## src/hdl/ccsm_pkg.sv

```systemverilog
// Shared types, constants and the CRC-8 step for the CRC-checked scratch memory slave.
package ccsm_pkg;

  // Scratch memory capacity in bytes (1 to 64).
  localparam int MEMORY_BYTES = 8;
  localparam int ADDR_W = (MEMORY_BYTES > 1) ? $clog2(MEMORY_BYTES) : 1;
  localparam int CNT_W = $clog2(MEMORY_BYTES + 1);
  localparam logic [7:0] MEM_BYTES_B = 8'(MEMORY_BYTES);
  localparam logic [CNT_W-1:0] SIZE_CAP = CNT_W'(MEMORY_BYTES);

  // Command bytes.
  localparam logic [7:0] CMD_READ = 8'hF0;
  localparam logic [7:0] CMD_WRITE = 8'h0F;
  localparam logic [7:0] CMD_BOTH = 8'hFF;

  // Dallas/Maxim CRC-8, reflected polynomial.
  localparam logic [7:0] CRC_POLY = 8'h8C;

  // Command queue between parser and executor.
  localparam int Q_DEPTH = 4;
  localparam int Q_AW = $clog2(Q_DEPTH);
  localparam int Q_CW = $clog2(Q_DEPTH + 1);

  typedef enum logic [2:0] {
    PH_CMD,
    PH_WSIZE,
    PH_WDATA,
    PH_WCRC,
    PH_RSIZE
  } phase_t;

  typedef enum logic [1:0] {
    AC_NONE,
    AC_READ,
    AC_WRITE,
    AC_BOTH
  } active_cmd_t;

  typedef enum logic [1:0] {
    OP_ERR,
    OP_STAGE,
    OP_COMMIT,
    OP_READ
  } op_kind_t;

  // One queued operation. count: staging address, or transfer size.
  // data: staged byte, or expected echo CRC for a commit.
  typedef struct packed {
    op_kind_t kind;
    logic [CNT_W-1:0] count;
    logic [7:0] data;
  } op_t;

  typedef enum logic [2:0] {
    BK_IDLE,
    BK_ERR,
    BK_COPY_RD,
    BK_COPY_WR,
    BK_ECHO,
    BK_RD,
    BK_RDATA,
    BK_RCRC
  } back_state_t;

  function automatic logic [7:0] crc8_update(input logic [7:0] crc, input logic [7:0] b);
    logic [7:0] c;
    c = crc ^ b;
    for (int k = 0; k < 8; k++) begin
      c = c[0] ? ((c >> 1) ^ CRC_POLY) : (c >> 1);
    end
    return c;
  endfunction

endpackage

```

## src/hdl/ccsm_ram.sv

```systemverilog
// Generic single-port-write, registered-read RAM.
module ccsm_ram #(
  parameter int WIDTH = 8,
  parameter int DEPTH = 8,
  localparam int AW = (DEPTH > 1) ? $clog2(DEPTH) : 1
) (
  input  logic             clk,
  input  logic             we,
  input  logic [AW-1:0]    waddr,
  input  logic [WIDTH-1:0] wdata,
  input  logic [AW-1:0]    raddr,
  output logic [WIDTH-1:0] rdata
);

  logic [WIDTH-1:0] mem [DEPTH];

  always_ff @(posedge clk) begin
    if (we) begin
      mem[waddr] <= wdata;
    end
    rdata <= mem[raddr];
  end

endmodule

```

## src/hdl/ccsm_front.sv

```systemverilog
// Command parser: accepts received bytes and turns them into queued operations.
module ccsm_front
  import ccsm_pkg::*;
(
  input  logic       clk,
  input  logic       rst,
  input  logic       s_tvalid,
  output logic       s_tready,
  input  logic [7:0] s_tdata,   // [7:0] rx_byte
  input  logic       s_tuser,   // [0] bus_reset
  output logic       q_push,
  output op_t        q_op,
  input  logic       q_full
);

  phase_t           phase, phase_next;
  active_cmd_t      active_cmd, active_cmd_next;
  logic [CNT_W-1:0] byte_count, byte_count_next;
  logic [CNT_W-1:0] transfer_size, transfer_size_next;
  logic [7:0]       running_crc, running_crc_next;

  logic             in_fire;
  logic [CNT_W-1:0] size_clamped;
  logic [CNT_W-1:0] count_inc;
  logic [7:0]       crc_step;

  assign s_tready     = !q_full;
  assign in_fire      = s_tvalid && s_tready;
  assign size_clamped = (s_tdata > MEM_BYTES_B) ? SIZE_CAP : CNT_W'(s_tdata);
  assign count_inc    = byte_count + CNT_W'(1);
  assign crc_step     = crc8_update(running_crc, s_tdata);

  // Next state
  always_comb begin
    phase_next         = phase;
    active_cmd_next    = active_cmd;
    byte_count_next    = byte_count;
    transfer_size_next = transfer_size;
    running_crc_next   = running_crc;
    if (in_fire) begin
      if (s_tuser) begin
        phase_next         = PH_CMD;
        active_cmd_next    = AC_NONE;
        byte_count_next    = '0;
        transfer_size_next = '0;
        running_crc_next   = '0;
      end else begin
        case (phase)
          PH_CMD: begin
            if (s_tdata == CMD_READ) begin
              active_cmd_next = AC_READ;
              phase_next      = PH_RSIZE;
            end else if (s_tdata == CMD_WRITE) begin
              active_cmd_next = AC_WRITE;
              phase_next      = PH_WSIZE;
            end else if (s_tdata == CMD_BOTH) begin
              active_cmd_next = AC_BOTH;
              phase_next      = PH_WSIZE;
            end else begin
              active_cmd_next = AC_NONE;
            end
          end
          PH_WSIZE: begin
            transfer_size_next = size_clamped;
            byte_count_next    = '0;
            running_crc_next   = '0;
            phase_next         = (size_clamped == '0) ? PH_WCRC : PH_WDATA;
          end
          PH_WDATA: begin
            running_crc_next = crc_step;
            byte_count_next  = count_inc;
            if (count_inc >= transfer_size) begin
              phase_next = PH_WCRC;
            end
          end
          PH_WCRC: begin
            byte_count_next = '0;
            if (active_cmd == AC_BOTH) begin
              phase_next = PH_RSIZE;
            end else begin
              phase_next      = PH_CMD;
              active_cmd_next = AC_NONE;
            end
          end
          PH_RSIZE: begin
            transfer_size_next = size_clamped;
            running_crc_next   = '0;
            byte_count_next    = '0;
            phase_next         = PH_CMD;
            active_cmd_next    = AC_NONE;
          end
          default: begin
            phase_next      = PH_CMD;
            active_cmd_next = AC_NONE;
          end
        endcase
      end
    end
  end

  // Queue requests
  always_comb begin
    q_push     = 1'b0;
    q_op.kind  = OP_ERR;
    q_op.count = '0;
    q_op.data  = '0;
    if (in_fire && !s_tuser) begin
      case (phase)
        PH_CMD: begin
          if (s_tdata != CMD_READ && s_tdata != CMD_WRITE && s_tdata != CMD_BOTH) begin
            q_push = 1'b1;
          end
        end
        PH_WDATA: begin
          q_push     = 1'b1;
          q_op.kind  = OP_STAGE;
          q_op.count = byte_count;
          q_op.data  = s_tdata;
        end
        PH_WCRC: begin
          q_push     = (s_tdata == running_crc);
          q_op.kind  = OP_COMMIT;
          q_op.count = transfer_size;
          q_op.data  = running_crc;
        end
        PH_RSIZE: begin
          q_push     = 1'b1;
          q_op.kind  = OP_READ;
          q_op.count = size_clamped;
        end
        default: begin
          q_push = 1'b0;
        end
      endcase
    end
  end

  always_ff @(posedge clk) begin
    if (rst) begin
      phase         <= PH_CMD;
      active_cmd    <= AC_NONE;
      byte_count    <= '0;
      transfer_size <= '0;
      running_crc   <= '0;
    end else begin
      phase         <= phase_next;
      active_cmd    <= active_cmd_next;
      byte_count    <= byte_count_next;
      transfer_size <= transfer_size_next;
      running_crc   <= running_crc_next;
    end
  end

endmodule

```

## src/hdl/ccsm_fifo.sv

```systemverilog
// Short operation queue between the parser and the executor.
module ccsm_fifo
  import ccsm_pkg::*;
(
  input  logic clk,
  input  logic rst,
  input  logic push,
  input  op_t  push_op,
  output logic full,
  output logic empty,
  output op_t  head,
  input  logic pop
);

  op_t             slots [Q_DEPTH];
  logic [Q_AW-1:0] wr_ptr, rd_ptr;
  logic [Q_CW-1:0] fill;

  assign full  = (fill == Q_CW'(Q_DEPTH));
  assign empty = (fill == '0);
  assign head  = slots[rd_ptr];

  always_ff @(posedge clk) begin
    if (push) begin
      slots[wr_ptr] <= push_op;
    end
  end

  always_ff @(posedge clk) begin
    if (rst) begin
      wr_ptr <= '0;
      rd_ptr <= '0;
      fill   <= '0;
    end else begin
      if (push) begin
        wr_ptr <= (wr_ptr == Q_AW'(Q_DEPTH - 1)) ? '0 : wr_ptr + Q_AW'(1);
      end
      if (pop) begin
        rd_ptr <= (rd_ptr == Q_AW'(Q_DEPTH - 1)) ? '0 : rd_ptr + Q_AW'(1);
      end
      case ({push, pop})
        2'b10:   fill <= fill + Q_CW'(1);
        2'b01:   fill <= fill - Q_CW'(1);
        default: fill <= fill;
      endcase
    end
  end

`ifndef ASSERT_OFF
  a_no_push_full: assert property (@(posedge clk) disable iff (rst) push |-> !full)
    else $error("push into full queue");
  a_no_pop_empty: assert property (@(posedge clk) disable iff (rst) pop |-> !empty)
    else $error("pop from empty queue");
`endif

endmodule

```

## src/hdl/ccsm_back.sv

```systemverilog
// Executor: stages, commits and reads scratch bytes and drives the response register.
module ccsm_back
  import ccsm_pkg::*;
(
  input  logic       clk,
  input  logic       rst,
  input  logic       q_empty,
  input  op_t        q_head,
  output logic       q_pop,
  output logic       m_tvalid,
  input  logic       m_tready,
  output logic [7:0] m_tdata,   // [7:0] tx_byte
  output logic       m_tlast,   // last_of_run
  output logic       m_tuser    // [0] unknown_command
);

  back_state_t       state, state_next;
  logic [CNT_W-1:0]  cnt;
  logic [CNT_W-1:0]  cur_size;
  logic [7:0]        cur_crc;
  logic [MEMORY_BYTES-1:0] stored_valid;

  logic [ADDR_W-1:0] cnt_addr;
  logic              out_free;
  logic [7:0]        stage_rdata, store_rdata, rd_byte;

  logic              stage_we, store_we, load_out;
  logic [7:0]        out_byte;
  logic              out_last, out_unk;

  assign cnt_addr = cnt[ADDR_W-1:0];
  assign out_free = !m_tvalid || m_tready;
  // Entries never committed read as the reset value, zero.
  assign rd_byte  = stored_valid[cnt_addr] ? store_rdata : 8'h00;

  ccsm_ram #(.WIDTH(8), .DEPTH(MEMORY_BYTES)) u_staging (
    .clk   (clk),
    .we    (stage_we),
    .waddr (q_head.count[ADDR_W-1:0]),
    .wdata (q_head.data),
    .raddr (cnt_addr),
    .rdata (stage_rdata)
  );

  ccsm_ram #(.WIDTH(8), .DEPTH(MEMORY_BYTES)) u_stored (
    .clk   (clk),
    .we    (store_we),
    .waddr (cnt_addr),
    .wdata (stage_rdata),
    .raddr (cnt_addr),
    .rdata (store_rdata)
  );

  // Next state
  always_comb begin
    state_next = state;
    case (state)
      BK_IDLE: begin
        if (!q_empty) begin
          case (q_head.kind)
            OP_ERR:    state_next = BK_ERR;
            OP_STAGE:  state_next = BK_IDLE;
            OP_COMMIT: state_next = BK_COPY_RD;
            OP_READ:   state_next = BK_RD;
            default:   state_next = BK_IDLE;
          endcase
        end
      end
      BK_ERR:     if (out_free) state_next = BK_IDLE;
      BK_COPY_RD: state_next = (cnt == cur_size) ? BK_ECHO : BK_COPY_WR;
      BK_COPY_WR: state_next = BK_COPY_RD;
      BK_ECHO:    if (out_free) state_next = BK_IDLE;
      BK_RD:      state_next = (cnt == cur_size) ? BK_RCRC : BK_RDATA;
      BK_RDATA:   if (out_free) state_next = BK_RD;
      BK_RCRC:    if (out_free) state_next = BK_IDLE;
      default:    state_next = BK_IDLE;
    endcase
  end

  // Outputs
  always_comb begin
    q_pop    = 1'b0;
    stage_we = 1'b0;
    store_we = 1'b0;
    load_out = 1'b0;
    out_byte = 8'h00;
    out_last = 1'b0;
    out_unk  = 1'b0;
    case (state)
      BK_IDLE: begin
        q_pop    = !q_empty;
        stage_we = !q_empty && (q_head.kind == OP_STAGE);
      end
      BK_ERR: begin
        load_out = out_free;
        out_last = 1'b1;
        out_unk  = 1'b1;
      end
      BK_COPY_WR: begin
        store_we = 1'b1;
      end
      BK_ECHO, BK_RCRC: begin
        load_out = out_free;
        out_byte = cur_crc;
        out_last = 1'b1;
      end
      BK_RDATA: begin
        load_out = out_free;
        out_byte = rd_byte;
      end
      default: begin
        load_out = 1'b0;
      end
    endcase
  end

  always_ff @(posedge clk) begin
    if (rst) begin
      state        <= BK_IDLE;
      stored_valid <= '0;
      m_tvalid     <= 1'b0;
    end else begin
      state <= state_next;
      if (store_we) begin
        stored_valid[cnt_addr] <= 1'b1;
      end
      if (load_out) begin
        m_tvalid <= 1'b1;
      end else if (m_tready) begin
        m_tvalid <= 1'b0;
      end
    end
  end

  // Datapath registers
  always_ff @(posedge clk) begin
    if (q_pop) begin
      cur_size <= q_head.count;
      cur_crc  <= (q_head.kind == OP_COMMIT) ? q_head.data : 8'h00;
      cnt      <= '0;
    end else if (store_we) begin
      cnt <= cnt + CNT_W'(1);
    end else if (load_out && state == BK_RDATA) begin
      cur_crc <= crc8_update(cur_crc, rd_byte);
      cnt     <= cnt + CNT_W'(1);
    end
    if (load_out) begin
      m_tdata <= out_byte;
      m_tlast <= out_last;
      m_tuser <= out_unk;
    end
  end

`ifndef ASSERT_OFF
  a_err_shape: assert property (@(posedge clk) disable iff (rst)
    (m_tvalid && m_tuser) |-> (m_tlast && m_tdata == 8'h00))
    else $error("error response must be a single zero byte marked last");
  a_cnt_bound: assert property (@(posedge clk) disable iff (rst)
    (state == BK_COPY_WR || state == BK_RDATA) |-> (cnt < cur_size))
    else $error("transfer index beyond size");
`endif

endmodule

```

## src/hdl/crc_checked_scratch_memory_slave_top.sv

```systemverilog
// Top level of the CRC-checked scratch memory slave.
//
// Byte-serial memory slave. Each request on the s_ side is one byte from the
// bus master (rx_byte in s_tdata) or a bus reset (s_tuser high, byte ignored,
// transaction aborted, scratch contents kept). Command 0xF0 reads: a size
// byte follows and the slave returns that many scratch bytes from address 0
// plus their CRC-8. Command 0x0F writes: size, data bytes, then CRC-8; on a
// match the data is committed from address 0 and the CRC is echoed, on a
// mismatch nothing is returned. Command 0xFF is a write followed by a read.
// Sizes above MEMORY_BYTES are clamped. Any other command gives one response
// with m_tuser high and m_tdata zero. The CRC echo of a write, the CRC that
// ends a read and the error response each carry m_tlast. CRC is Dallas/Maxim
// CRC-8 (poly 0x8C reflected, init 0). Rate: the parser takes one request per
// cycle while its four-entry operation queue has room. The executor behind it
// handles one operation at a time, taking the next only when idle. It stages
// each data byte as it takes it from the queue; a commit copies each byte by a
// staging RAM read and a scratch RAM write, then sends the echo; a read does
// one scratch RAM read and one output register load per byte, then sends the
// CRC; output register loads wait out any stall on the m_ side.
// The scratch memory reads as zero after reset; no clearing pass is needed.
module crc_checked_scratch_memory_slave_top
  import ccsm_pkg::*;
(
  input  logic       clk,
  input  logic       rst,
  input  logic       s_tvalid,
  output logic       s_tready,
  input  logic [7:0] s_tdata,   // [7:0] rx_byte
  input  logic       s_tuser,   // [0] bus_reset
  output logic       m_tvalid,
  input  logic       m_tready,
  output logic [7:0] m_tdata,   // [7:0] tx_byte
  output logic       m_tlast,   // last_of_run
  output logic       m_tuser    // [0] unknown_command
);

  // Parser -> queue
  logic q_push;
  op_t  q_in;
  logic q_full;

  // Queue -> executor
  logic q_empty;
  op_t  q_head;
  logic q_pop;

  // Front: protocol parsing and write-data CRC.
  ccsm_front u_front (
    .clk      (clk),
    .rst      (rst),
    .s_tvalid (s_tvalid),
    .s_tready (s_tready),
    .s_tdata  (s_tdata),
    .s_tuser  (s_tuser),
    .q_push   (q_push),
    .q_op     (q_in),
    .q_full   (q_full)
  );

  // Decouples request intake from response generation.
  ccsm_fifo u_fifo (
    .clk     (clk),
    .rst     (rst),
    .push    (q_push),
    .push_op (q_in),
    .full    (q_full),
    .empty   (q_empty),
    .head    (q_head),
    .pop     (q_pop)
  );

  // Back: staging/scratch memories, commit copy, read-out and response register.
  ccsm_back u_back (
    .clk      (clk),
    .rst      (rst),
    .q_empty  (q_empty),
    .q_head   (q_head),
    .q_pop    (q_pop),
    .m_tvalid (m_tvalid),
    .m_tready (m_tready),
    .m_tdata  (m_tdata),
    .m_tlast  (m_tlast),
    .m_tuser  (m_tuser)
  );

endmodule
```

## config.mk

```make
export PLATFORM = sky130hd
export DESIGN_NAME = crc_checked_scratch_memory_slave_top
export DESIGN_NICKNAME = d
export VERILOG_FILES = /design/src/hdl/ccsm_pkg.sv /design/src/hdl/ccsm_ram.sv /design/src/hdl/ccsm_front.sv /design/src/hdl/ccsm_fifo.sv /design/src/hdl/ccsm_back.sv /design/src/hdl/crc_checked_scratch_memory_slave_top.sv
export SDC_FILE = /design/constraint.sdc
export NUM_CORES = 1
export LEC_CHECK = 0
export BUFFER_PORTS_ARGS = -buffer_cell sky130_fd_sc_hd__buf_2
export CAP_MARGIN = 20
export CORE_MARGIN = 5
export CORE_UTILIZATION = 44
export DETAILED_ROUTE_END_ITERATION = 6
export GPL_ROUTABILITY_DRIVEN = 1
export PLACE_DENSITY = 0.71
export SYNTH_ARGS = -nofsm -noshare
export SYNTH_HDL_FRONTEND = slang
export SYNTH_SLANG_ARGS = --single-unit
```

## constraint.sdc

```tcl
create_clock -name clk -period 3.3 [get_ports clk]
set_clock_uncertainty 0.05 [all_clocks]
set_input_delay 0.495 -clock clk [delete_from_list [all_inputs] [get_ports clk]]
set_output_delay 0.495 -clock clk [all_outputs]
set_load 0.1 [all_outputs]
```

==> flow_metrics.tcl <==
set metrics [dict create \
    status "completed" \
    initial_core_util_pct 44.39 \
    cts_buffers 26 \
    synth_flop_cell "edfxtp_1" \
    grt_max_degree 41 \
    ctsLongestPathBuffers 3 \
    tightest_slew_ns 0.9013 \
    regArea_um2 7427 \
    synth-xor-area-share_pct 4.841 \
    fmax_mhz 339.5 \
    syn_to_final_growth_pct 14.74 \
    io_pins 25 \
    syn_area_um2 11110 \
    p_leak_nw 4.303 \
    slowest_stage "mux4_2" \
    avgRoutedWirePerCell_um 18.09 \
    synth_top_family_by_area "compound AO/OA/AOI/OAI gates" \
    peakVddDrop_mv 0.5241 \
    synth_edf_count 206 \
    final_common_cell "edfxtp_1" \
    synth_fp_nets 854 \
    cp_max_fo 16 \
    final_cell_mix "edfxtp_1 (206), nor2_1 (92), a22oi_1 (81), dfxtp_1 (62), buf_4 (50)" \
    post_cts_buffers 0 \
    port_buffers 24 \
    yosysUniqueCellTypes 50 \
    fin_util_pct 50.93 \
    hold_path_class "in -> reg" \
    ys.warnings.count 0 \
    rsz0062_at_grt "false" \
    grtUsageTotal_pct 15.56 \
    crit_path_end_kind "register" \
    drt_iter0_drc 577 \
    insertion_delay_ns 0.54 \
    cts_tree "yes" \
    fin_crit_sh_pct 89.26 \
    dr.pass1.iters 5 \
    synthAdderAreaFrac_pct 1.869 \
    place_congestion 0.8736 \
    critPathBufInv 0 \
    dp_hpwl_um 14520 \
    ys_ff_latch 268 \
    synth-simple-area-share_pct 9.649 \
    drive_above_1_share_pct 15.91 \
    required_ns 3.65 \
    num_rows 58 \
    drc_errors 0 \
    synth_compound_area_share_pct 9.885 \
    critPathMaxStageDelay_ns 0.63 \
    critical-path-top-delay-family "XOR/XNOR gates" \
    min_period_ns 2.946 \
    viasPerCell 5.436 \
    setup_viol 0 \
    crit_top_cell "xor2_1" \
    grt-ovfl-total 0 \
    htreeDepth 1 \
    timing_hold_violations_final 0 \
    setup_slack_ns 0.3544 \
    synthCells 825 \
    wirelength_um 22240 \
    grt_pass1_wl_um 35760 \
    cp_cell_sequence "mux2_1 -> mux4_2 -> nand2_1 -> xor2_1 -> xor2_1 -> xnor2_2 -> xnor3_1 -> o21ai_1" \
    post_cts_resized 0 \
    multi_input_area_um2 3452 \
    powerDensity_nw_per_um2 799.4 \
    cts.clk_slew.worst_paths_ns 0.06 \
    fp.dieW_um 168.9 \
    syn_area_per_cell_um2 13.47 \
    root_buffer "clkbuf_16" \
    vias 6681 \
    startpoint_type "register" \
    maxSlewHeadroom_pct 39.69 \
    crit_type "reg -> reg" \
    drv_slew 0 \
    fillers 2082 \
    async_flop_share_pct 0 \
    final_nets 908 \
    antenna_cells 0 \
    synth_seq_area_share_pct 66.83 \
    drtAntennaViolNets 0 \
    dieHeight_um 168.9 \
    fin_hold_ws_ns 0.2695 \
    preCtsSetupSlack_ns -0.006017 \
    dieArea_um2 28540 \
    synth.area.mux_share_pct 4.515 \
    antenna_found_initial 0 \
    grt_pass1_vias 6704 \
    cap_violations 0 \
    cts_num_sinks 268 \
    cp_data_arrival_time_ns 3.29 \
    core_um2 25040 \
    holdBufCountCts 0 \
]
-- final cells by class --
class,instances,area share (%)
inverter,21,0.6182
sequential,268,58.25
tap,330,3.238
multi-input combinational,488,27.07
clock buffer,32,5.358
timing repair buffer,74,3.886
clock inverter,16,1.580
-- worst paths after layout --
path / start / end / slack (ns) / depth (start not counted)
worst min-delay path: s_tdata[0] / u_front.transfer_size[0]$_SDFFE_PP0P_ / 0.27 / 3
worst max-delay path: u_back.cnt[0]$_SDFFE_PP0P_ / u_back.cur_crc[2]$_DFFE_PP_ / 0.35 / 8
worst min register to register: u_fifo.rd_ptr[1]$_SDFFE_PP0P_ / register / 0.41 / 2
worst max register to register: u_back.cnt[0]$_SDFFE_PP0P_ / u_back.cur_crc[2]$_DFFE_PP_ / 0.35 / 8
-- layer usage --
metal | GRT usage, % | wire [um]
met2 | 27.46 | 11220
met1 | 20.36 | 9543
met4 | 3.776 | 472
met5 | 0 | 0
met3 | 2.265 | 1003
-- flip-flops by register name, summed over array words and instances (netlist names), 3 cells and up, named ones only --
| register | count |
|---|---|
| u_front.byte_count | 4 |
| u_front.running_crc | 8 |
| u_back.u_staging.mem | 64 |
| u_front.phase | 3 |
| u_back.u_staging.rdata | 8 |
| u_fifo.fill | 3 |
| u_back.cnt | 4 |
| u_back.m_tdata | 8 |
| u_back.cur_crc | 8 |
| u_back.u_stored.mem | 64 |
| u_back.stored_valid | 8 |
| u_front.transfer_size | 4 |
| u_fifo.slots | 56 |
| u_back.u_stored.rdata | 8 |
| u_back.cur_size | 4 |
| u_back.state | 3 |
-- kinds of logic after synthesis --
| logic type | after synthesis |
|---|---|
| mux | 30 |
| xor+xnor | 56 |
| compound gates | 163 |
| simple gates | 223 |
| fa+ha+maj | 16 |
| buf+inv | 69 |
| flops | 268 |
-- worst register-to-register path, delay by kind of cell (launching register included) --
kind / cells / cell delay, ns
AND/OR/NAND/NOR: 1 / 0.15
multiplexers: 2 / 0.97
XOR/XNOR: 4 / 1.08
flip-flops: 1 / 0.43
AO/OA/AOI/OAI: 1 / 0.12
-- power breakdown --
| group | internal (mW) | switching, mW | leakage, nW |
|---|---|---|---|
| clock network | 1.80 | 1.24 | 0.429 |
| registers | 4.20 | 0.233 | 2.37 |
| logic | 0.944 | 1.79 | 1.50 |
-- through the flow --
step | TNS, ns | cell area [um^2] | std cells | power [mW]
after floorplan | 0 | 11130 | 825 | 6.583
after global placement | 0 | 11870 | 1181 | 7.172
after detailed placement | -0.006017 | 11870 | 1181 | 7.241
after CTS | 0 | 12750 | 1229 | 10.28
after global routing | 0 | 12750 | 1229 | 10.71
final | 0 | 12750 | 1229 | 10.19
-- Yosys cell counts (all sizes together) (4+ instances only) --
cell type / n / share of area, %
edfxtp: 206 / 56
nor2: 92 / 3.1
a22oi: 81 / 5.5
dfxtp: 62 / 11
clkbuf: 44 / 1.5
xnor2: 32 / 2.6
a21oi: 28 / 1.3
nand2: 26 / 0.95
o21ai: 25 / 1.1
nand3: 24 / 1.1
xor2: 23 / 2.0
inv: 21 / 0.71
nand4: 20 / 1.1
and2: 15 / 0.84
ha: 15 / 1.7
mux4: 15 / 3.0
nor2b: 15 / 0.84
a31oi: 9 / 0.51
nand2b: 9 / 0.51
nor3: 9 / 0.41
a22o: 8 / 0.63
mux2: 8 / 0.84
mux2i: 7 / 0.63
or3: 5 / 0.28
buf: 4 / 0.21
Note: power is estimated with default switching activity, not from simulation.
